--- config.mk ---
export PLATFORM = sky130hd
export DESIGN_NAME = psbm_frac_div
export DESIGN_NICKNAME = d
export VERILOG_FILES = /design/src/rtl/psbm_pkg.sv /design/src/rtl/psbm_frac_div.sv
export SDC_FILE = /design/constraint.sdc
export NUM_CORES = 1
export LEC_CHECK = 0
export ABC_CLOCK_PERIOD_IN_PS = 3900
export BUFFER_PORTS_ARGS = -buffer_cell sky130_fd_sc_hd__buf_2
export CAP_MARGIN = 15
export CORE_UTILIZATION = 40
export DETAILED_ROUTE_END_ITERATION = 12
export HOLD_SLACK_MARGIN = 0.02
export SLEW_MARGIN = 20
export SYNTH_ARGS = -nofsm -noshare
export SYNTH_HDL_FRONTEND = slang
export SYNTH_SLANG_ARGS = --single-unit
--- constraint.sdc ---
create_clock -name clk -period 3.9 [get_ports clk]
set_input_delay 0.39 -clock clk [delete_from_list [all_inputs] [get_ports clk]]
set_output_delay 0.39 -clock clk [all_outputs]
set_load 0.03 [all_outputs]
--- src/rtl/psbm_pkg.sv ---
// shared types and constants of the periodic sphere blocking mask
package psbm_pkg;

  localparam int MAX_GRID    = 1024;
  localparam int MAT_ENTRIES = 9;
  localparam int DIV_STEPS   = 42;
  localparam int FRAC_W      = 32;
  localparam int RAD_W       = 31;
  localparam int DIST_W      = 34;
  localparam int SQRT_STEPS  = 32;

  typedef enum logic [1:0] {
    OP_LOAD_SPHERE = 2'd0,
    OP_LOAD_MATRIX = 2'd1,
    OP_QUERY       = 2'd2,
    OP_NONE        = 2'd3
  } op_t;

  typedef enum logic [2:0] {
    REG_GRID_X  = 3'd0,
    REG_GRID_Y  = 3'd1,
    REG_GRID_Z  = 3'd2,
    REG_COUNT   = 3'd3,
    REG_GAIN    = 3'd4,
    REG_CEILING = 3'd5
  } reg_idx_t;

  typedef enum logic [2:0] {
    ST_IDLE,
    ST_DIV,
    ST_SCAN,
    ST_DRAIN,
    ST_ENERGY,
    ST_RESULT
  } state_t;

  typedef struct packed {
    logic [RAD_W-1:0]  radius;
    logic [FRAC_W-1:0] cz;
    logic [FRAC_W-1:0] cy;
    logic [FRAC_W-1:0] cx;
  } sphere_t;

  typedef logic [2:0][FRAC_W-1:0] frac3_t;
  typedef logic [MAT_ENTRIES-1:0][31:0] mat_t;

endpackage

--- src/rtl/psbm_frac_div.sv ---
// three restoring dividers forming index * 2^32 / grid, one quotient bit per cycle
module psbm_frac_div (
  input  logic                 clk,
  input  logic                 rst_n,
  input  logic                 start,
  input  logic [2:0][9:0]      idx,
  input  logic [2:0][10:0]     grid,
  output logic                 done,
  output psbm_pkg::frac3_t     frac
);
  import psbm_pkg::*;

  logic              busy_r;
  logic [5:0]        step_r;
  logic              done_r;
  logic [2:0][41:0]  dvd_r;
  logic [2:0][10:0]  rem_r;
  logic [2:0][10:0]  div_r;
  frac3_t            q_r;
  logic [2:0][11:0]  sh;
  logic [2:0]        qb;

  always_comb begin
    for (int i = 0; i < 3; i++) begin
      sh[i] = {rem_r[i], dvd_r[i][41]};
      qb[i] = (sh[i] >= {1'b0, div_r[i]});
    end
  end

  always_ff @(posedge clk) begin
    if (!rst_n) begin
      busy_r <= 1'b0;
      step_r <= '0;
      done_r <= 1'b0;
    end else begin
      done_r <= 1'b0;
      if (start) begin
        busy_r <= 1'b1;
        step_r <= '0;
      end else if (busy_r) begin
        step_r <= step_r + 6'd1;
        if (step_r == 6'(DIV_STEPS - 1)) begin
          busy_r <= 1'b0;
          done_r <= 1'b1;
        end
      end
    end
  end

  always_ff @(posedge clk) begin
    for (int i = 0; i < 3; i++) begin
      if (start) begin
        dvd_r[i] <= {idx[i], 32'd0};
        rem_r[i] <= '0;
        div_r[i] <= grid[i];
      end else if (busy_r) begin
        dvd_r[i] <= {dvd_r[i][40:0], 1'b0};
        rem_r[i] <= qb[i] ? 11'(sh[i] - {1'b0, div_r[i]}) : sh[i][10:0];
        q_r[i]   <= {q_r[i][FRAC_W-2:0], qb[i]};
      end
    end
  end

  assign done = done_r;
  assign frac = q_r;

endmodule

==> reports/metrics.yaml <==
status: "complete, no violations"
antenna_found_initial: 0
post_cts_buffers: 0
grt_max_degree: 64
core_um2: 21200
overflow: 0
rr_startpoint: "dvd_r[83]$_DFFE_PP_"
ctsHoldBuffers: 0
io_pins: 163
port_buffers: 162
ys_types: 65
critPathKind: "flop to flop"
maxCapViolCount: 0
initial_utilization_pct: 41.3
gp_congestion: 0.792
fin_util_pct: 49.3
fin_setup_tns_ns: 0
max_freq_ghz: 0.393
slowest_stage: "fa_1"
dp_hpwl_um: 12100
vias: 5688
grt_usage_pct: 15.9
setup_violations: 0
clockBufferDepth: 2
fin_skew_ns: 0.0106
hp-start: "grid[5]"
rows: 53
area_delta_synth_final_pct: 19.3
final_cell_mix: "buf_2 (161), edfxtp_1 (159), nor2_1 (55)"
num_antenna_cells: 0
maxSlewHeadroom_pct: 46.1
synth_top_area_share_pct: 54.5
fin_nets: 933
grt_pass1_vias: 5524
clk_latency_ns: 0.44
syn-mean-instance-area_um2: 13.2
die_h_um: 150
drt_iter0_drc: 272
critPathArrivalTime_ns: 2.89
yosysTopAreaCell: "edfxtp_1"
grt_pass1_wl_um: 27600
rsz0062_at_grt: "no"
ys_top_cells_by_area: "edfxtp_1 (54%), dfxtp_1 (9.4%), ha_1 (5.0%), mux2_2 (3.5%), nor2_1 (2.4%)"
antenna_left: 0
routed_wl_um: 17300
min_period_over_period_pct: 65.3
cts_tree: "done"
tightest_slew_ns: 0.808
root_buffer: "clkbuf_16"
async_flop_share_pct: 0
postSynthNetCount: 767
final_common_cell: "buf_2"
fin_crit_ns: 2.55
synthCells: 663
path_clk_slew_ns: 0.08
drtPass1Iterations: 4
slew_violations: 0
max_stage_delay_ns: 0.38
crit_buf_inv: 1
yosys_warnings: 0
die_area_um2: 22500
cp-startpoint: "dvd_r[83]$_DFFE_PP_"
hp-class: "input port to flop"
startpoint_type: "flop"
cp-end-kind: "flop"
yosysSeqAreaShare_pct: 63.8
drive_above_1_share_pct: 30.3
synth_edf_count: 159
synth_flop_cell: "edfxtp_1"
powerDensity_nw_per_um2: 481
chipWidth_um: 150
cp.required_ns: 4.24
post_cts_resized: 0
critPathMaxFanout: 12
cts_sinks: 200
cts_buffers: 17
avgRoutedWirePerCell_um: 15.5
critPathTopFamily: "compound AO/OA/AOI/OAI gates"
htreeDepth: 4
ir_drop_v: 0.000286
via_per_inst: 5.09
finalHoldViolCount: 0
synth_seq_cells: 200
syn_area_um2: 8760
drc: 0
power_leakage_nw: 4.10
path_cells: "inv_1 > ha_1 > fa_1 > nand2b_1 > a21o_1 > a21oi_2 > o2111ai_2 > a41o_1 > a211oi_1"
-- sequential cells by signal, summed over array words and instances, names as in the netlist --
register  count
busy_r        1
div_r        33
done          1
dvd_r        30
frac         96
rem_r        33
step_r        6
-- where the power goes --
| group | internal, mW | switching, mW |
|---|---|---|
| logic | 0.296 | 0.457 |
| clock network | 0.870 | 0.894 |
| registers | 2.44 | 0.0688 |
-- Yosys cell counts (all sizes together), types with 10 or more instances --
| library cell | number |
|---|---|
| nand4 | 15 |
| nand2 | 51 |
| ha | 35 |
| a211oi | 13 |
| a21oi | 25 |
| nand2b | 10 |
| xnor2 | 11 |
| nor2 | 55 |
| nand3 | 11 |
| o21ai | 21 |
| edfxtp | 159 |
| a311oi | 14 |
| clkbuf | 11 |
| mux2 | 27 |
| inv | 50 |
| dfxtp | 41 |
-- path summary, 6_finish.rpt --
| path | end | slack, ns | cells past startpoint |
|---|---|---|---|
| setup reg to reg | rem_r[16]$_SDFFE_PP0P_ | 1.35 | 9 |
| hold / removal | div_r[5]$_DFFE_PP_ | 0.12 | 1 |
| hold reg to reg | frac[85]$_DFFE_PP_ | 0.44 | 0 |
| setup / recovery | rem_r[16]$_SDFFE_PP0P_ | 1.35 | 9 |
-- layout make-up --
type / count / area (µm²)
Fill cell: 1927 / 10800
Inverter: 51 / 194
Timing Repair Buffer: 167 / 863
Sequential cell: 200 / 5600
Clock buffer: 17 / 425
Clock inverter: 15 / 168
Multi-Input combinational cell: 392 / 2860
Tap cell: 275 / 344
-- through the flow --
step / cells / cell area (µm²) / hold WS [ns] / worst slack (ns) / power (mW)
finish: 1117 / 10500 / 0.122 / 1.35 / 5.03
global route: 1117 / 10500 / 0.100 / 1.17 / 5.26
CTS: 1117 / 10500 / 0.102 / 1.35 / 5.09
detailed placement: 1085 / 9860 / 0.429 / 1.33 / 3.32
global placement: 1085 / 9860 / 0.425 / 1.42 / 3.31
floorplan: 663 / 8760 / 0.446 / 0.357 / 3.12
-- cells by family after synthesis --
logic type                 Yosys count  share of synthesized area (%)
adders and majority gates           38                           5.68
xor gates and xnor gates            17                           1.70
DFF                                200                           63.8
AOI/OAI and AO/OA                  121                           11.1
buffers and inverters               71                           3.50
muxes                               31                           3.93
and+or+nand+nor                    185                           10.3
-- layer usage --
| metal | vias to the layer above | GRT usage (%) | routed length, µm |
|---|---|---|---|
| met5 | - | 0 | 0 |
| met4 | 0 | 5.15 | 272 |
| met3 | 20 | 4.27 | 1030 |
| met2 | 157 | 25.4 | 7780 |
| met1 | 2698 | 20.8 | 8260 |
| li1 | 2813 | - | - |
Note: power is estimated with default switching activity, not from simulation.
